<file path="src/rtl/core/mpfb_pkg.sv">
// Shared types and constants for the mono panel frame buffer packer.
// Holds command, result and job formats plus the back-end state encoding.
// No dependencies.
`timescale 1ns / 1ps

package mpfb_pkg;

	localparam int PANEL_WIDTH_DEF  = 400;
	localparam int PANEL_HEIGHT_DEF = 300;

	// Widest store address over the supported panel sizes (256 x 128 bytes)
	localparam int ADDR_W = 15;

	localparam int QUEUE_DEPTH = 4;

	localparam logic [7:0] LUMA_THRESHOLD_RESET = 8'd78;

	localparam logic [1:0] FUNC_MONO = 2'd0;
	localparam logic [1:0] FUNC_RGB  = 2'd1;
	localparam logic [1:0] FUNC_READ = 2'd2;
	localparam logic [1:0] FUNC_FILL = 2'd3;

	localparam logic [1:0] STATUS_OK    = 2'd0;
	localparam logic [1:0] STATUS_COORD = 2'd1;
	localparam logic [1:0] STATUS_INDEX = 2'd2;

	typedef struct packed {
		logic [1:0]  func;
		logic [8:0]  x_coord;
		logic [8:0]  y_coord;
		logic [15:0] pixel_value;
		logic [13:0] byte_index;
	} mpfb_cmd_t;

	typedef struct packed {
		logic [7:0] read_data;
		logic [1:0] status;
	} mpfb_result_t;

	typedef enum logic [1:0] {
		BOP_NONE,
		BOP_PIXEL,
		BOP_READ,
		BOP_FILL
	} mpfb_bop_t;

	typedef struct packed {
		mpfb_bop_t         op;
		logic [ADDR_W-1:0] addr;
		logic [2:0]        bit_sel;
		logic              set_bit;
		logic [7:0]        fill_byte;
		logic [1:0]        status;
	} mpfb_job_t;

	typedef enum logic [1:0] {
		BK_IDLE,
		BK_EXEC,
		BK_FILL
	} mpfb_bstate_t;

endpackage

</file>
<file path="src/rtl/core/mpfb_queue.sv">
// Short job queue between the front and back ends of the frame buffer packer.
// Circular buffer of register entries with an occupancy count.
// Depends on mpfb_pkg.
`timescale 1ns / 1ps

module mpfb_queue (
	input  logic                                   clk,
	input  logic                                   arst_n,
	input  logic                                   push,
	input  mpfb_pkg::mpfb_job_t                    push_job,
	input  logic                                   pop,
	output mpfb_pkg::mpfb_job_t                    head,
	output logic                                   empty,
	output logic [$clog2(mpfb_pkg::QUEUE_DEPTH):0] count
);

	localparam int DEPTH = mpfb_pkg::QUEUE_DEPTH;
	localparam int PTR_W = $clog2(DEPTH);
	localparam int CNT_W = PTR_W + 1;

	mpfb_pkg::mpfb_job_t entries_q [DEPTH];
	logic [PTR_W-1:0]    wr_ptr_q;
	logic [PTR_W-1:0]    rd_ptr_q;
	logic [CNT_W-1:0]    count_q;

	assign head  = entries_q[rd_ptr_q];
	assign empty = (count_q == '0);
	assign count = count_q;

	always_ff @(posedge clk or negedge arst_n) begin
		if (!arst_n) begin
			wr_ptr_q <= '0;
			rd_ptr_q <= '0;
			count_q  <= '0;
		end else begin
			if (push) begin
				wr_ptr_q <= (wr_ptr_q == PTR_W'(DEPTH - 1)) ? '0 : wr_ptr_q + 1'b1;
			end
			if (pop) begin
				rd_ptr_q <= (rd_ptr_q == PTR_W'(DEPTH - 1)) ? '0 : rd_ptr_q + 1'b1;
			end
			count_q <= count_q + CNT_W'(push) - CNT_W'(pop);
		end
	end

	always_ff @(posedge clk) begin
		if (push) begin
			entries_q[wr_ptr_q] <= push_job;
		end
	end

endmodule

</file>
<file path="config.mk">
export PLATFORM = sky130hd
export DESIGN_NAME = mpfb_queue
export DESIGN_NICKNAME = d
export VERILOG_FILES = /design/src/rtl/core/mpfb_pkg.sv /design/src/rtl/core/mpfb_queue.sv
export SDC_FILE = /design/constraint.sdc
export NUM_CORES = 1
export LEC_CHECK = 0
export BUFFER_PORTS_ARGS = -buffer_cell sky130_fd_sc_hd__buf_2
export CAP_MARGIN = 5
export CORE_MARGIN = 2
export CORE_UTILIZATION = 50
export CTS_CLUSTER_SIZE = 8
export DETAILED_ROUTE_END_ITERATION = 8
export PLACE_DENSITY = 0.71
export SYNTH_ARGS = -nofsm -noshare
export SYNTH_HDL_FRONTEND = slang
export SYNTH_SLANG_ARGS = --single-unit
export TNS_END_PERCENT = 5
</file>
<file path="constraint.sdc">
create_clock -name clk -period 3 [get_ports clk]
set_clock_uncertainty 0.15 [all_clocks]
set_input_delay 0.45 -clock clk [delete_from_list [all_inputs] [get_ports clk]]
set_output_delay 0.45 -clock clk [all_outputs]
set_load 0.1 [all_outputs]
</file>
==> results of run 1 <==
-- through the flow --
stage          instance area (µm²)   util  instances
2_1_floorplan                 4930      -        197
3_5_place_dp                  5400  0.558        396
3_3_place_gp                  5400  0.558        396
6_report                      6240  0.645        454
5_1_grt                       6240  0.645        454
4_1_cts                       6240  0.645        454
-- cells in the mapped netlist (all sizes together) --
cell type / count
or3b: 1
buf: 7
nor3: 1
dfrtp: 7
o21ai: 2
edfxtp: 124
nand2: 1
mux4: 31
inv: 6
nor2: 1
ha: 7
mux2: 2
xnor2: 2
and2: 4
fa: 1
-- worst max-delay path, stage by stage, from the launching register on --
cell and delay, ns:
dfrtp_2 0.91, mux4_2 0.37, buf_2 0.43
-- layout make-up --
| cell class | instances | area share |
|---|---|---|
| repair buffers | 99 | 0.104 |
| flip-flops and latches | 131 | 0.625 |
| inverters | 6 | 0.00361 |
| well taps | 133 | 0.0266 |
| clock buffers | 17 | 0.0663 |
| clock inverters | 15 | 0.0266 |
| multi-input cells | 53 | 0.148 |
-- how the worst min path moves through the flow --
stage | from | end | slack [ns]
2_1_floorplan | arst_n | count[0]$_DFF_PN0_ | 0.004
6_report | push_job[0] | entries_q[3][0]$_DFFE_PP_ | 0.03
3_3_place_gp | arst_n | count[0]$_DFF_PN0_ | 0.15
4_1_cts | push_job[9] | entries_q[0][9]$_DFFE_PP_ | 0.003
5_1_grt | push_job[0] | entries_q[0][0]$_DFFE_PP_ | 0.01
3_5_place_dp | arst_n | count[2]$_DFF_PN0_ | 0.15
-- sequential cells by signal, indices dropped and copies added, names as in the netlist --
name       flops
count          3
wr_ptr_q       2
rd_ptr_q       2
entries_q    124
-- kinds of logic after synthesis --
family	after synthesis	synth area share
xor+xnor	2	0.00356
mux	33	0.149
simple gates	8	0.00940
flops	131	0.792
compound gates	2	0.00203
buf+inv	13	0.0221
fa+ha+maj	8	0.0219
-- metal layers --
metal | up-vias | part of all wire | wire length, µm | track usage
li1 | 1058 | - | - | -
met3 | 4 | 0.039 | 319 | 0.0511
met1 | 1174 | 0.44 | 3530 | 0.215
met5 | - | 0 | 0 | 0
met2 | 61 | 0.52 | 4170 | 0.266
met4 | 0 | 0.0071 | 57 | 0.0698
-- layout by cell type (no fill, tap or decap), types with 4 or more instances in the layout --
cell	instances
inv_1	6
clkbuf_16	16
and2_2	4
ha_1	7
clkinvlp_4	5
edfxtp_1	124
buf_2	69
dfrtp_1	5
dlygate4sd3_1	26
mux4_2	28
-- repair_timing --
action / 4_1_cts / 5_1_grt
gates resized for setup: 1 / 0
endpoints found under the setup margin: 2 / 0
hold buffers: 26 / 0
hold endpoints to repair: 98 / 0
==> results.py, run 1 <==
metrics = {
    "status": {
        "status": "finished clean",
    },
    "worst_setup_path": {
        "cp-startpoint": "rd_ptr_q[1]$_DFFE_PN0P_",
        "reg2reg_slack_ns": 1.09,
        "cp-end-kind": "output pin",
        "r2r_cells": 3,
        "r2r_start": "wr_ptr_q[0]$_DFFE_PN0P_",
        "critical_path_required_ns": 2.40,
        "rr_endpoint": "entries_q[0][3]$_DFFE_PP_",
        "start_kind": "flip-flop",
        "endpoint": "head[15]",
        "crit_fanout": 33,
        "critPathKind": "reg -> out",
        "arrival_ns": 2.23,
    },
    "clocking": {
        "cts-buffers-inserted": 17,
        "clk_path_buf_depth": 2,
        "clk_latency_ns": 0.50,
        "htree_levels": 4,
        "clk_pin_slew_ns": 0.06,
        "post_cts_buffers": 0,
        "tritoncts": "yes",
        "cts.sinks": 131,
        "root_buffer": "clkbuf_8",
    },
    "routing": {
        "drtAntennaViolNets": 0,
        "drt-initial-drc-count": 101,
        "routedWlPerCell_um": 17.8,
        "first_pass_iters": 4,
        "vias_per_cell": 5.06,
        "vias": 2297,
        "wirelength_um": 8080,
        "remaining_drc_errors": 0,
    },
    "synth": {
        "ys_seq_elements": 131,
        "synth_top_area_frac": 0.757,
        "synthesis.nets": 240,
        "synth_cells": 197,
        "ys_top_cells_by_area": "edfxtp_1 76%, mux4_2 13%, dfrtp_1 3.6%",
        "yosysSeqAreaShare": 0.792,
        "yosysUniqueCellTypes": 18,
        "yosysWarnings": 0,
        "synth.largest_area_cell": "edfxtp_1",
        "avgSynthCellArea_um2": 25.0,
        "synth_area_um2": 4920,
    },
    "floorplanning": {
        "row_count": 36,
        "die_h_um": 103,
        "die_w_um": 103,
        "initial_core_util": 0.508,
        "coreArea_um2": 9680,
        "io_pins": 70,
        "die_area_um2": 10700,
    },
    "sta": {
        "worstMarginPinSlew_ns": 0.860,
        "hold_viol": 0,
        "max_freq_mhz": 354,
        "fin_crit_ns": 2.83,
        "final.setup.worst_slack_ns": 0.172,
        "period_share": 0.943,
        "slew_headroom": 0.426,
        "maxSlewViolCount": 0,
        "fin_setup_tns_ns": 0,
        "setup_viol": 0,
        "hold_slack_ns": 0.0264,
        "rsz0062_at_grt": "no",
    },
    "placed_design": {
        "dp_hpwl_um": 4650,
        "numPortBuffers": 69,
        "preCtsSetupSlack_ns": 0.545,
        "gp_congestion": 0.652,
    },
    "final_layout": {
        "diodes": 0,
        "multi_input_area_um2": 923,
        "fin_nets": 351,
        "drive_above_1_share": 0.436,
        "fillers": 686,
        "register_area_um2": 3900,
        "area_growth_pct": 26.9,
    },
    "global_routing": {
        "grt_pass1_wl_um": 12400,
        "antenna_found_initial": 0,
        "grt_overflow_total": 0,
        "track_usage": 0.166,
        "grt_max_degree": 34,
        "grt_pass1_vias": 2351,
    },
    "worst_hold_path": {
        "hold_depth": 1,
        "hold_class": "in -> reg",
    },
    "flow_run": {
        "drv_cap": 0,
    },
}
Power of run 1 is not shown: default switching activity piles up to over one toggle a cycle in this logic, so the estimate is an artifact.
==> run 2, diff against run 1 <==
==> constraint.sdc (replaced) <==
create_clock -name clk -period 3.13 [get_ports clk]
set_clock_uncertainty 0.15 [all_clocks]
set_input_delay 0.4695 -clock clk [delete_from_list [all_inputs] [get_ports clk]]
set_output_delay 0.4695 -clock clk [all_outputs]
set_load 0.1 [all_outputs]
==> results.py, run 2 (synthesized netlist as in run 1, its figures left out) <==
metrics = {
    "floorplanning": {
        "initial_core_util": 0.508,
        "die_w_um": 103,
        "die_area_um2": 10700,
        "io_pins": 70,
        "coreArea_um2": 9680,
        "die_h_um": 103,
        "row_count": 36,
    },
    "clocking": {
        "cts.sinks": 131,
        "htree_levels": 4,
        "post_cts_buffers": 0,
        "clk_latency_ns": 0.51,
        "tritoncts": "yes",
        "root_buffer": "clkbuf_8",
        "ctsResizeCount": 0,
        "clk_pin_slew_ns": 0.06,
        "cts-buffers-inserted": 17,
        "clk_path_buf_depth": 2,
    },
    "sta": {
        "maxSlewViolCount": 0,
        "slew_headroom": 0.426,
        "fin_setup_tns_ns": 0,
        "hold_viol": 0,
        "fin_crit_ns": 2.96,
        "period_share": 0.946,
        "max_freq_mhz": 338,
        "rsz0062_at_grt": "no",
        "worstMarginPinSlew_ns": 0.861,
        "setup_viol": 0,
    },
    "worst_setup_path": {
        "cp-end-kind": "output pin",
        "start_kind": "flip-flop",
        "arrival_ns": 2.34,
        "critical_path_required_ns": 2.51,
        "critPathKind": "reg -> out",
        "crit_fanout": 19,
    },
    "global_routing": {
        "grt_pass1_wl_um": 12700,
        "grt_pass1_vias": 2353,
        "grt_overflow_total": 0,
        "antenna_found_initial": 1,
        "grt_max_degree": 34,
        "track_usage": 0.171,
    },
    "routing": {
        "first_pass_iters": 4,
        "drt-initial-drc-count": 99,
        "top_layer_used": "met4",
        "met1_length_um": 3420,
        "drtAntennaViolNets": 0,
        "vias": 2232,
        "remaining_drc_errors": 0,
        "routedWlPerCell_um": 18.9,
        "wl_met2_um": 4210,
        "vias_per_cell": 5.14,
        "dr_wl_met3_um": 431,
        "wirelength_um": 8220,
    },
    "placed_design": {
        "gp_congestion": 0.697,
        "numPortBuffers": 69,
        "dp_hpwl_um": 4670,
    },
    "final_layout": {
        "layout_common_cells": "124 x edfxtp_1, 69 x buf_2, 28 x mux4_2, 16 x clkbuf_16, 8 x dlygate4sd3_1",
        "largest_register_ffs": 124,
        "fin_nets": 330,
        "drive_above_1_share": 0.457,
        "max_flop_register": "entries_q",
        "area_growth_pct": 23.3,
        "fillers": 679,
        "final_common_cell": "edfxtp_1",
    },
    "flow_run": {
        "drv_cap": 0,
    },
    "status": {
        "status": "finished clean",
    },
    "worst_hold_path": {
        "hold_class": "in -> reg",
    },
}
[run 2: what timing repair did]
action / in CTS / in global routing
hold buffers: 8 / 0
endpoints found under the setup margin: 0 / 0
hold endpoints to repair: 35 / 0
[run 2: area by class of cell]
cell class / instances / area (µm²) / share of cell area
diodes: 1 / 2.50 / 0.000413
clock buffers: 18 / 418 / 0.0689
clock inverters: 14 / 186 / 0.0307
inverters: 6 / 22.5 / 0.00371
multi-input cells: 53 / 923 / 0.152
flip-flops and latches: 131 / 3900 / 0.643
well taps: 133 / 166 / 0.0274
repair buffers: 78 / 445 / 0.0734
[run 2: layer usage]
metal	global-route usage	vias up
met5	0	-
met4	0.0779	0
met3	0.0632	20
met2	0.278	71
met1	0.207	1133
li1	-	1008
[run 2: critical path, stage by stage, from the launching register on]
cell and delay [ns]:
dfrtp_2 0.68, buf_12 0.27, mux4_1 0.56, buf_2 0.31
[run 2: path summary, 6_finish.rpt]
kind	startpoint	end	slack (ns)	cells after the start
setup / recovery	rd_ptr_q[0]$_DFFE_PN0P_	head[1]	0.17	3
hold / removal	push_job[11]	entries_q[0][11]$_DFFE_PP_	0.02	1
setup reg to reg	wr_ptr_q[0]$_DFFE_PN0P_	entries_q[2][2]$_DFFE_PP_	1.21	3
hold reg to reg	count[1]$_DFF_PN0_	count[2]$_DFF_PN0_	0.44	1
max in group asynchronous	arst_n	rd_ptr_q[0]$_DFFE_PN0P_	2.47	2
min in group asynchronous	arst_n	count[2]$_DFF_PN0_	0.17	2
[run 2: through the flow]
stage / instances / utilization / cell area, µm² / setup slack, ns / hold WS [ns]
floorplan: 197 / - / 4930 / 0.364 / 0.0239
global placement: 393 / 0.555 / 5380 / 0.664 / 0.166
detailed placement: 393 / 0.555 / 5380 / 0.627 / 0.170
CTS: 433 / 0.626 / 6060 / 0.0852 / 0.00171
global route: 433 / 0.626 / 6060 / 0.0236 / 0.00662
finish: 434 / 0.626 / 6070 / 0.168 / 0.0248
Power of run 2 is left out for the same reason.
