`src/rtl/core/mpfb_pkg.sv`:
```
// Shared types and constants for the mono panel frame buffer packer.
// Holds command, result and job formats plus the back-end state encoding.
// No dependencies.
`timescale 1ns / 1ps

package mpfb_pkg;

	localparam int PANEL_WIDTH_DEF  = 400;
	localparam int PANEL_HEIGHT_DEF = 300;

	// Widest store address over the supported panel sizes (256 x 128 bytes)
	localparam int ADDR_W = 15;

	localparam int QUEUE_DEPTH = 4;

	localparam logic [7:0] LUMA_THRESHOLD_RESET = 8'd78;

	localparam logic [1:0] FUNC_MONO = 2'd0;
	localparam logic [1:0] FUNC_RGB  = 2'd1;
	localparam logic [1:0] FUNC_READ = 2'd2;
	localparam logic [1:0] FUNC_FILL = 2'd3;

	localparam logic [1:0] STATUS_OK    = 2'd0;
	localparam logic [1:0] STATUS_COORD = 2'd1;
	localparam logic [1:0] STATUS_INDEX = 2'd2;

	typedef struct packed {
		logic [1:0]  func;
		logic [8:0]  x_coord;
		logic [8:0]  y_coord;
		logic [15:0] pixel_value;
		logic [13:0] byte_index;
	} mpfb_cmd_t;

	typedef struct packed {
		logic [7:0] read_data;
		logic [1:0] status;
	} mpfb_result_t;

	typedef enum logic [1:0] {
		BOP_NONE,
		BOP_PIXEL,
		BOP_READ,
		BOP_FILL
	} mpfb_bop_t;

	typedef struct packed {
		mpfb_bop_t         op;
		logic [ADDR_W-1:0] addr;
		logic [2:0]        bit_sel;
		logic              set_bit;
		logic [7:0]        fill_byte;
		logic [1:0]        status;
	} mpfb_job_t;

	typedef enum logic [1:0] {
		BK_IDLE,
		BK_EXEC,
		BK_FILL
	} mpfb_bstate_t;

endpackage

```
`src/rtl/core/mpfb_front.sv`:
```
// Front end: accepts commands, holds the luma threshold register and turns each
// command into a store job (address, bit, value, status) for the job queue.
// Depends on mpfb_pkg.
`timescale 1ns / 1ps

module mpfb_front #(
	parameter int PANEL_WIDTH  = mpfb_pkg::PANEL_WIDTH_DEF,
	parameter int PANEL_HEIGHT = mpfb_pkg::PANEL_HEIGHT_DEF
) (
	input  logic                                   clk,
	input  logic                                   arst_n,
	input  logic                                   start,
	output logic                                   busy,
	input  mpfb_pkg::mpfb_cmd_t                    cmd,
	input  logic                                   cfg_valid,
	output logic                                   cfg_ready,
	input  logic [7:0]                             cfg_data,
	input  logic [$clog2(mpfb_pkg::QUEUE_DEPTH):0] q_count,
	output logic                                   push,
	output mpfb_pkg::mpfb_job_t                    job
);

	localparam int ROWS4       = (PANEL_HEIGHT + 3) / 4;
	localparam int COLS2       = (PANEL_WIDTH + 1) / 2;
	localparam int STORE_DEPTH = COLS2 * ROWS4;
	localparam int CNT_W       = $clog2(mpfb_pkg::QUEUE_DEPTH) + 1;

	mpfb_pkg::mpfb_cmd_t cmd_s1;
	logic                valid_s1;
	logic [7:0]          thr_q;

	logic        accept;
	logic        x_ok;
	logic        y_ok;
	logic        idx_ok;
	logic [8:0]  r_row;
	logic [15:0] addr_full;
	logic [7:0]  luma;
	logic        white;

	// Leave room for the command already held in the input stage
	assign busy      = (q_count + CNT_W'(valid_s1)) >= CNT_W'(mpfb_pkg::QUEUE_DEPTH);
	assign accept    = start && !busy;
	assign cfg_ready = 1'b1;
	assign push      = valid_s1;

	always_ff @(posedge clk or negedge arst_n) begin
		if (!arst_n) begin
			valid_s1 <= 1'b0;
			thr_q    <= mpfb_pkg::LUMA_THRESHOLD_RESET;
		end else begin
			valid_s1 <= accept;
			if (cfg_valid && cfg_ready) begin
				thr_q <= cfg_data;
			end
		end
	end

	always_ff @(posedge clk) begin
		if (accept) begin
			cmd_s1 <= cmd;
		end
	end

	always_comb begin
		x_ok      = {1'b0, cmd_s1.x_coord} < 10'(PANEL_WIDTH);
		y_ok      = {1'b0, cmd_s1.y_coord} < 10'(PANEL_HEIGHT);
		idx_ok    = 16'(cmd_s1.byte_index) < 16'(STORE_DEPTH);
		// Rows are mirrored: count from the bottom of the panel
		r_row     = 9'(PANEL_HEIGHT - 1) - cmd_s1.y_coord;
		addr_full = 16'(cmd_s1.x_coord[8:1]) * 16'(ROWS4) + 16'(r_row[8:2]);
		luma      = 8'({cmd_s1.pixel_value[15:11], 1'b0}) + 8'(cmd_s1.pixel_value[10:5])
			+ 8'(cmd_s1.pixel_value[4:0]);
		white     = (cmd_s1.func == mpfb_pkg::FUNC_MONO) ? (|cmd_s1.pixel_value)
			: (luma >= thr_q);

		job.op        = mpfb_pkg::BOP_NONE;
		job.addr      = addr_full[mpfb_pkg::ADDR_W-1:0];
		job.bit_sel   = 3'd7 - {r_row[1:0], cmd_s1.x_coord[0]};
		job.set_bit   = white;
		job.fill_byte = cmd_s1.pixel_value[7:0];
		job.status    = mpfb_pkg::STATUS_OK;

		case (cmd_s1.func)
			mpfb_pkg::FUNC_MONO, mpfb_pkg::FUNC_RGB: begin
				if (x_ok && y_ok) begin
					job.op = mpfb_pkg::BOP_PIXEL;
				end else begin
					job.status = mpfb_pkg::STATUS_COORD;
				end
			end
			mpfb_pkg::FUNC_READ: begin
				job.addr = mpfb_pkg::ADDR_W'(cmd_s1.byte_index);
				if (idx_ok) begin
					job.op = mpfb_pkg::BOP_READ;
				end else begin
					job.status = mpfb_pkg::STATUS_INDEX;
				end
			end
			mpfb_pkg::FUNC_FILL: begin
				job.op = mpfb_pkg::BOP_FILL;
			end
			default: begin
				job.op = mpfb_pkg::BOP_NONE;
			end
		endcase
	end

endmodule

```
`config.mk`:
```
export PLATFORM = sky130hd
export DESIGN_NAME = mpfb_front
export DESIGN_NICKNAME = d
export VERILOG_FILES = /design/src/rtl/core/mpfb_pkg.sv /design/src/rtl/core/mpfb_front.sv
export SDC_FILE = /design/constraint.sdc
export NUM_CORES = 1
export LEC_CHECK = 0
export BUFFER_PORTS_ARGS = -buffer_cell sky130_fd_sc_hd__clkbuf_2
export CORE_UTILIZATION = 29
export DETAILED_ROUTE_END_ITERATION = 8
export MAX_ROUTING_LAYER = met4
export PLACE_DENSITY = 0.47
export SLEW_MARGIN = 20
export SYNTH_ARGS = -nofsm -noshare
export SYNTH_HDL_FRONTEND = slang
export SYNTH_SLANG_ARGS = --single-unit
export TNS_END_PERCENT = 30
```
`constraint.sdc`:
```
create_clock -name clk -period 4.8 [get_ports clk]
set_clock_uncertainty 0.1 [all_clocks]
set_input_delay 0.48 -clock clk [delete_from_list [all_inputs] [get_ports clk]]
set_output_delay 0.48 -clock clk [all_outputs]
set_load 0.02 [all_outputs]
```
==> impl_metrics.py, run 1 <==
metrics = {
    "run_status": {
        "run_status": "finished, final reports clean",
    },
    "logic_synthesis": {
        "ys_seq_area_frac": 0.416,
        "synth_top_flop_cell": "edfxtp_1",
        "synth_area_leaders": "edfxtp_1, ha_1, fa_1",
        "synth_warnings": 0,
        "postSynthCellCount": 376,
        "synth_most_common_cell": "inv_1",
        "syn_avg_cell_area_sq_um": 11.1,
        "synth_area_sq_um": 4160,
        "syn-num-nets": 517,
        "synth_seq_cells": 59,
        "synthArstFlopShare": 0.153,
        "ys_types": 45,
        "synth_top_cells_by_count": "inv_1, ha_1, edfxtp_1",
        "yosysTopAreaCell": "edfxtp_1",
        "synth-edff-count": 50,
        "synth_top_area_share": 0.361,
    },
    "routing": {
        "drt_iter0_markers": 101,
        "wl_mm": 8.74,
        "wl_per_cell_microns": 13.2,
        "dr_total_vias": 2948,
        "ant_nets": 0,
        "drc": 0,
        "routed_via_density": 4.47,
        "drt_pass1_iterations": 4,
    },
    "grt": {
        "grt.busiest_layer": "met2",
        "grt_pass1_wl_mm": 13.8,
        "grt_pass1_vias": 2863,
        "overflow": 0,
        "grtUsageTotal": 0.131,
        "use_met1": 0.160,
        "gr-usage-met3": 0.0454,
        "grt_max_degree": 32,
        "antenna_found_initial": 0,
        "grt_util_met2": 0.194,
    },
    "worst_setup_path": {
        "reg2reg_from": "push$_DFF_PN0_",
        "crit_type": "reg2out",
        "critPathMaxStageDelay_ns": 0.51,
        "startpoint": "cmd_s1[34]$_DFFE_PP_",
        "path_cells": "a21oi_2 > nor2b_2 > nor2_1 > xor2_1 > fa_1 > inv_1 > ha_1 > inv_1 > fa_1 > inv_2 > ha_4 > o211ai_1 > a21oi_4 > o211a_1 > o21a_1 > o31a_1 > buf_6",
        "endpoint_kind": "primary output",
        "crit_arrival_ns": 4.10,
        "worstPathMaxFanout": 4,
        "crit_family": "adder cells",
        "startpoint_type": "flop",
        "critPathBufInv": 4,
        "required_ns": 4.22,
        "slowest_stage": "fa_1",
    },
    "final_layout": {
        "drive_above_1_share": 0.310,
        "areaGrowthSynthToFinish_pct": 25.2,
        "antenna_cells": 0,
        "n_fill_cell": 1362,
        "nNetsFinal": 616,
        "multi_input_comb_area_sq_um": 2140,
        "regArea_sq_um": 1730,
        "final_util": 0.374,
        "fin_cells": 660,
    },
    "floorplan": {
        "die_h_microns": 122,
        "core_sq_um": 13900,
        "dieArea_sq_um": 14800,
        "io_pins": 99,
        "die_w_microns": 122,
        "start_util": 0.298,
        "num_rows": 43,
    },
    "timing": {
        "worst_pin_slew_ns": 0.688,
        "setup_tns_ns": 0,
        "slew_violations": 0,
        "max_freq_ghz": 0.214,
        "post-route-period-util": 0.975,
        "rsz0062_at_grt": "yes",
        "setup_viol": 0,
        "max_slew_margin": 0.540,
        "final_hold_viol_count": 0,
        "min_period_ns": 4.68,
    },
    "clock_tree": {
        "clk-insertion-delay-late_ns": 0.33,
        "cts_tree": "done",
        "cts_buffer_depth": 2,
        "cts-root-buf": "clkbuf_16",
        "htreeDepth": 3,
        "clk_pin_slew_ns": 0.06,
        "cts.sinks": 59,
        "numCtsBuffers": 9,
    },
    "power": {
        "p_leak_nw": 2.44,
        "cellPowerDensity_nw_per_um2": 411,
        "vdd_ir_drop_max_mv": 0.229,
    },
    "placed_design": {
        "place.gp.congestion": 0.809,
        "dp_hpwl_mm": 6.95,
        "portBuffers": 97,
        "dp_cells": 639,
    },
    "flow_run": {
        "drv_cap": 0,
    },
    "worst_hold_path": {
        "hold_class": "in2reg",
        "hp-start": "cmd[22]",
    },
}
## cells in the final DEF (no fill, tap or decap), drive strengths merged, types with 2 or more instances in the layout
master    n
buf      12
o311ai    2
xnor2     5
dfrtp     5
nor2     18
and3      3
nand3     2
o21a      2
nand2b    4
ha       57
inv      70
nor4      4
xor2     10
nand2    28
dfstp     4
a21oi    23
o211ai    3
fa       19
a21o      8
o31ai     7
nor3      5
o21ai    16
nand4     2
mux2      2
o21bai    2
nor2b     4
edfxtp   50
a211oi    2
clkbuf  100
## area by class of cell
| type | count | share of cell area |
|---|---|---|
| clock buffers | 9 | 0.0433 |
| clock inverters | 7 | 0.0161 |
| inverters | 66 | 0.0476 |
| multi-input cells | 235 | 0.410 |
| flip-flops and latches | 59 | 0.333 |
| well taps | 180 | 0.0433 |
| repair buffers | 104 | 0.107 |
## report_power, final
| part | internal [mW] | switching, mW | leakage (nW) | total [mW] |
|---|---|---|---|---|
| clock network | 0.411 | 0.260 | 0.149 | 0.671 |
| registers | 0.593 | 0.0204 | 0.572 | 0.614 |
| logic | 0.361 | 0.495 | 1.72 | 0.856 |
| total | 1.37 | 0.775 | 2.44 | 2.14 |
## what timing repair did
action,CTS,global route
endpoints found under the setup margin,8,8
hold buffers,1,0
gates resized for setup,5,23
hold endpoints to repair,5,0
pin swaps,0,22
setup buffers,1,3
## registers in the layout, summed over array words and instances, names as in the netlist
signal and count:
push 1, cmd_s1 42, thr_q 8, job 8
## stage by stage
step	hold slack (ns)	setup WS, ns	instance area [sq um]	total power, mW
after floorplan	0.0844	0.356	4160	1.20
after global placement	0.247	0.220	4770	1.41
after detailed placement	0.250	0.179	4770	1.41
after CTS	0.195	0.00197	5120	2.12
after global routing	0.195	-0.0578	5210	2.30
final	0.215	0.122	5210	2.14
## path summary, 6_finish.rpt
| kind | slack (ns) | cells past startpoint | endpoint |
|---|---|---|---|
| max | 0.12 | 17 | job[28] |
| min | 0.21 | 1 | cmd_s1[22]$_DFFE_PP_ |
| max reg2reg | 2.70 | 4 | cmd_s1[5]$_DFFE_PP_ |
| min reg2reg | 0.42 | 2 | thr_q[2]$_DFFE_PN1P_ |
| max in group asynchronous | 3.91 | 2 | thr_q[3]$_DFFE_PN1P_ |
| min in group asynchronous | 0.43 | 2 | thr_q[5]$_DFFE_PN0P_ |
## cell families (layout without fill, tap and decap cells)
family	Yosys count	count (layout)	share of synthesized area
flip-flops	59	59	0.416
other	1	1	0.000902
XOR/XNOR	15	15	0.0316
multiplexers	2	2	0.00542
buffers and inverters	82	186	0.0891
AND/OR/NAND/NOR	73	73	0.0834
adder cells (fa/ha/maj)	76	76	0.263
AO/OA/AOI/OAI	68	68	0.110
## per-layer routing
| metal | part of all wire | wire (microns) |
|---|---|---|
| met3 | 0.069 | 607 |
| met2 | 0.45 | 3930 |
| met4 | 0.017 | 145 |
| met1 | 0.46 | 4060 |
| met5 | 0 | 0 |
Note: power is estimated with default switching activity, not from simulation.
==> inputs of run 2 (changes only) <==
RECOVER_POWER = 100   (was unset)
==> impl_metrics.py, run 2 (synthesis gave the netlist of run 1 again) <==
metrics = {
    "floorplan": {
        "dieArea_sq_um": 14800,
        "io_pins": 99,
        "start_util": 0.298,
        "die_h_microns": 122,
        "num_rows": 43,
        "core_sq_um": 13900,
        "die_w_microns": 122,
    },
    "final_layout": {
        "layout_common_cells": "clkbuf_2, inv_1, ha_1, edfxtp_1, nand2_1",
        "areaGrowthSynthToFinish_pct": 24.5,
        "regMostFlops": "cmd_s1",
        "fin_cells": 660,
        "drive_above_1_share": 0.275,
        "antenna_cells": 0,
        "n_fill_cell": 1370,
        "regArea_sq_um": 1730,
        "nNetsFinal": 616,
        "largest_register_ffs": 42,
        "multi_input_comb_area_sq_um": 2130,
        "final_common_cell": "clkbuf_2",
    },
    "worst_setup_path": {
        "crit_arrival_ns": 4.10,
        "reg2reg_from": "push$_DFF_PN0_",
        "crit_family": "adder cells",
        "r2r_cells": 4,
        "required_ns": 4.22,
        "reg2reg_to": "cmd_s1[5]$_DFFE_PP_",
        "critPathMaxStageDelay_ns": 0.51,
        "r2r_slack_ns": 0.99,
        "endpoint": "job[28]",
        "crit_type": "reg2out",
        "endpoint_kind": "primary output",
        "worstPathMaxFanout": 4,
        "path_cells": "a21oi_2 > nor2b_2 > nor2_1 > xor2_1 > fa_1 > inv_1 > ha_1 > inv_1 > fa_1 > inv_2 > ha_4 > o211ai_1 > a21oi_4 > o211a_1 > o21a_1 > o31a_1 > buf_6",
        "startpoint_type": "flop",
        "critPathBufInv": 4,
        "startpoint": "cmd_s1[34]$_DFFE_PP_",
        "slowest_stage": "fa_1",
        "cp.depth": 17,
    },
    "grt": {
        "grt_max_degree": 32,
        "grtUsageTotal": 0.131,
        "antenna_found_initial": 0,
        "grt_pass1_wl_mm": 13.8,
        "grt_pass1_vias": 2863,
        "overflow": 0,
    },
    "timing": {
        "worst_pin_slew_ns": 1.92,
        "setup_viol": 0,
        "min_period_ns": 4.68,
        "max_slew_margin": -0.288,
        "setup_tns_ns": 0,
        "post-route-period-util": 0.974,
        "final_hold_viol_count": 0,
        "rsz0062_at_grt": "yes",
        "max_freq_ghz": 0.214,
        "slew_violations": 54,
    },
    "run_status": {
        "violations": "max-capacitance violations, max-slew violations",
        "run_status": "finished, violations left",
    },
    "flow_run": {
        "drv_cap": 2,
    },
    "clock_tree": {
        "cts-root-buf": "clkbuf_16",
        "clk-insertion-delay-late_ns": 0.33,
        "cts.sinks": 59,
        "numCtsBuffers": 9,
        "clk_pin_slew_ns": 0.06,
        "cts_tree": "done",
        "htreeDepth": 3,
        "cts_buffer_depth": 2,
    },
    "power": {
        "report.power.total_mw": 2.14,
        "cellPowerDensity_nw_per_um2": 413,
        "vdd_ir_drop_max_mv": 0.229,
        "p_leak_nw": 2.39,
    },
    "routing": {
        "drt_iter0_markers": 102,
        "drc": 0,
        "wl_met3_microns": 608,
        "wl_per_cell_microns": 13.2,
        "wl_mm": 8.74,
        "dr_total_vias": 2952,
        "dr.max_layer_used": "met4",
        "drt_pass1_iterations": 5,
        "met1_length_mm": 4.04,
        "routed_via_density": 4.47,
        "route.met2.wl_mm": 3.95,
        "ant_nets": 0,
    },
    "placed_design": {
        "dp_hpwl_mm": 6.95,
        "portBuffers": 97,
        "dp_cells": 639,
        "place.gp.congestion": 0.809,
    },
    "worst_hold_path": {
        "hold_class": "in2reg",
    },
}
## run 2: changes by cell type in the layout (fill, tap and decap cells not counted)
| cell | previous run | this run |
|---|---|---|
| clkbuf_2 | 91 | 76 |
| nor2_4 | 1 | 0 |
| clkbuf_1 | 0 | 16 |
| buf_4 | 10 | 9 |
| nor2_1 | 17 | 18 |
## run 2: per-layer routing
layer | global-route usage | up-vias
met5 | - | -
met4 | 0.0579 | 0
met3 | 0.0454 | 9
met2 | 0.194 | 89
met1 | 0.160 | 1376
li1 | - | 1478
## run 2: repair_timing
action                                  CTS  global route
endpoints found under the setup margin    8             8
hold buffers                              1             0
pin swaps                                 0            22
gates resized for setup                   5            23
hold endpoints to repair                  5             0
cloned                                    0             0
buffers inserted                          1             3
## run 2: worst min path at each step
stage | startpoint | to | cells after the start
after floorplan | arst_n | push$_DFF_PN0_ | 0
after global placement | arst_n | thr_q[7]$_DFFE_PN0P_ | 1
after detailed placement | arst_n | thr_q[5]$_DFFE_PN0P_ | 1
after CTS | cmd[22] | cmd_s1[22]$_DFFE_PP_ | 1
after global routing | cmd[22] | cmd_s1[22]$_DFFE_PP_ | 1
final | cmd[22] | cmd_s1[22]$_DFFE_PP_ | 1
## run 2: metrics by stage
step	hold slack, ns	area, sq um	setup slack (ns)	utilization
after global routing	0.195	5180	-0.0578	0.371
after detailed placement	0.250	4770	0.179	0.342
after CTS	0.195	5120	0.00197	0.367
after floorplan	0.0844	4160	0.356	-
after global placement	0.247	4770	0.220	0.342
final	0.216	5180	0.123	0.371
## run 2: power by group
group / total, mW / internal, mW / leakage (nW) / switching, mW
combinational: 0.853 / 0.359 / 1.67 / 0.494
clock: 0.670 / 0.411 / 0.149 / 0.259
sequential: 0.615 / 0.594 / 0.572 / 0.0204
total: 2.14 / 1.36 / 2.39 / 0.774
## run 2: cell type report
class	instances	area share
Clock inverter	7	0.0162
Clock buffer	9	0.0435
Sequential cell	59	0.335
Tap cell	180	0.0435
Inverter	66	0.0479
Timing Repair Buffer	104	0.103
Multi-Input combinational cell	235	0.411
## run 2: worst register-to-register path: stages (launching register included)
cell,delay (ns)
dfrtp_1,0.34
nand3_1,0.09
xnor2_1,0.14
nor2_1,1.43
clkbuf_1,1.29
==> inputs of run 3 (changes only) <==
CORE_ASPECT_RATIO = 0.6   (was unset)
==> impl_metrics.py, run 3 (synthesis gave the netlist of run 1 again) <==
metrics = {
    "run_status": {
        "run_status": "finished, violations left",
        "violations": "max-capacitance violations, max-slew violations",
    },
    "clock_tree": {
        "clk-insertion-delay-late_ns": 0.33,
        "cts_buffer_depth": 2,
        "clk_pin_slew_ns": 0.06,
        "cts_tree": "done",
        "htreeDepth": 3,
        "cts-root-buf": "clkbuf_16",
        "cts.sinks": 59,
        "numCtsBuffers": 9,
    },
    "final_layout": {
        "n_fill_cell": 1364,
        "antenna_cells": 0,
        "largest_register_ffs": 42,
        "layout_common_cells": "clkbuf_2, inv_1, ha_1, edfxtp_1, nand2_1",
        "areaGrowthSynthToFinish_pct": 27.1,
        "final_common_cell": "clkbuf_2",
        "regMostFlops": "cmd_s1",
        "final_util": 0.382,
        "drive_above_1_share": 0.295,
        "nNetsFinal": 621,
        "fin_cells": 677,
    },
    "placed_design": {
        "dp_hpwl_mm": 7.73,
        "portBuffers": 97,
        "place.gp.congestion": 0.800,
        "dp_cells": 653,
    },
    "grt": {
        "antenna_found_initial": 0,
        "grt_max_degree": 32,
        "grt_pass1_vias": 2749,
        "grtUsageTotal": 0.142,
        "grt_pass1_wl_mm": 14.9,
        "overflow": 0,
    },
    "power": {
        "pwr-share-clk": 0.284,
        "p_sw_mw": 0.834,
        "switching_share": 0.381,
        "power.internal_mw": 1.35,
        "seqPwrFrac": 0.281,
        "p_leak_nw": 2.43,
        "cellPowerDensity_nw_per_um2": 414,
        "comb_power_share": 0.435,
        "vdd_ir_drop_max_mv": 0.155,
        "report.power.total_mw": 2.19,
    },
    "worst_setup_path": {
        "crit_arrival_ns": 4.18,
        "endpoint_kind": "primary output",
        "r2r_cells": 4,
        "crit_type": "reg2out",
        "reg2reg_to": "cmd_s1[10]$_DFFE_PP_",
        "startpoint_type": "flop",
        "slowest_stage": "fa_1",
        "required_ns": 4.22,
        "worstPathMaxFanout": 4,
        "r2r_slack_ns": 0.95,
        "critPathMaxStageDelay_ns": 0.51,
        "reg2reg_from": "push$_DFF_PN0_",
        "path_cells": "ha_2 > o21ai_2 > nand2_1 > xor2_1 > fa_1 > inv_1 > ha_1 > inv_2 > fa_1 > inv_2 > ha_4 > o211ai_4 > nor3_4 > o311ai_4 > and3_1 > o31ai_2 > buf_4",
    },
    "flow_run": {
        "drv_cap": 2,
    },
    "timing": {
        "slew_violations": 54,
        "min_period_ns": 4.76,
        "post-route-period-util": 0.992,
        "setup_viol": 0,
        "rsz0062_at_grt": "yes",
        "max_slew_margin": -0.258,
        "max_freq_ghz": 0.210,
        "final_hold_viol_count": 0,
        "worst_pin_slew_ns": 1.88,
        "setup_tns_ns": 0,
    },
    "floorplan": {
        "num_rows": 33,
        "die_h_microns": 94.8,
        "core_sq_um": 13800,
        "die_w_microns": 157,
        "start_util": 0.301,
        "io_pins": 99,
        "dieArea_sq_um": 14800,
    },
    "routing": {
        "routed_via_density": 4.33,
        "drc": 0,
        "ant_nets": 0,
        "dr_total_vias": 2929,
        "wl_mm": 9.59,
        "drt_pass1_iterations": 4,
        "wl_per_cell_microns": 14.2,
        "drt_iter0_markers": 109,
    },
    "worst_hold_path": {
        "hold_class": "in2reg",
        "hp-start": "cmd[31]",
        "min_to": "cmd_s1[31]$_DFFE_PP_",
        "hold_depth": 1,
    },
}
-- run 3: cell types whose count changed in the layout (fill, tap and decap cells not counted), sizes merged --
cell and delta:
clkinv +2, bufinv -1, buf +5, inv -1
-- run 3: routing by layer --
layer | GRT usage | up-vias | share of wire
met5 | - | - | 0
met4 | 0.0417 | 0 | 0.0091
met3 | 0.0326 | 7 | 0.052
met2 | 0.178 | 74 | 0.38
met1 | 0.217 | 1361 | 0.56
li1 | - | 1487 | -
-- run 3: timing repair --
item / CTS / global route
hold buffers: 1 / 0
pin swaps: 12 / 15
endpoints found under the setup margin: 8 / 8
gates resized for setup: 12 / 34
buffers inserted: 3 / 4
endpoints found under the hold margin: 5 / 0
-- run 3: layout make-up --
class | instances | area (sq um) | share of cell area
Multi-Input combinational cell | 235 | 2210 | 0.418
Sequential cell | 59 | 1730 | 0.328
Timing Repair Buffer | 109 | 574 | 0.109
Inverter | 66 | 248 | 0.0469
Tap cell | 192 | 240 | 0.0455
Clock buffer | 9 | 225 | 0.0426
Clock inverter | 7 | 58.8 | 0.0111
-- run 3: worst max-delay path by stage --
| stage | from | to | slack, ns | depth (start not counted) |
|---|---|---|---|---|
| 2_1_floorplan | cmd_s1[32]$_DFFE_PP_ | job[24] | 0.36 | 16 |
| 3_3_place_gp | cmd_s1[32]$_DFFE_PP_ | job[25] | 0.11 | 17 |
| 3_5_place_dp | cmd_s1[32]$_DFFE_PP_ | job[25] | -0.008 | 17 |
| 4_1_cts | cmd_s1[32]$_DFFE_PP_ | job[25] | -0.07 | 17 |
| 5_1_grt | cmd_s1[32]$_DFFE_PP_ | job[25] | -0.16 | 17 |
| 6_report | cmd_s1[32]$_DFFE_PP_ | job[25] | 0.04 | 17 |
-- run 3: power groups by stage --
stage	Clock (mW)	Sequential, mW	Combinational, mW
2_1_floorplan	0	0.619	0.578
3_3_place_gp	0	0.625	0.794
3_5_place_dp	0	0.625	0.800
4_1_cts	0.645	0.615	0.841
5_1_grt	0.662	0.620	1.06
6_report	0.620	0.615	0.953
-- run 3: stage by stage --
step                      setup WS (ns)  hold slack [ns]  instance area (sq um)
after floorplan                   0.356           0.0844                   4160
after global placement            0.112            0.246                   4800
after detailed placement       -0.00771            0.249                   4800
after CTS                       -0.0665            0.201                   5160
after global routing             -0.164            0.202                   5290
final                            0.0386            0.218                   5290
-- run 3: worst max-delay path: cells and delay by family (launching register included) --
kind	cells	cell delay [ns]
buffers and inverters	4	0.33
AO/OA/AOI/OAI	4	0.56
flip-flops	1	0.45
adder cells (fa/ha/maj)	5	1.81
AND/OR/NAND/NOR	3	0.54
XOR/XNOR	1	0.15
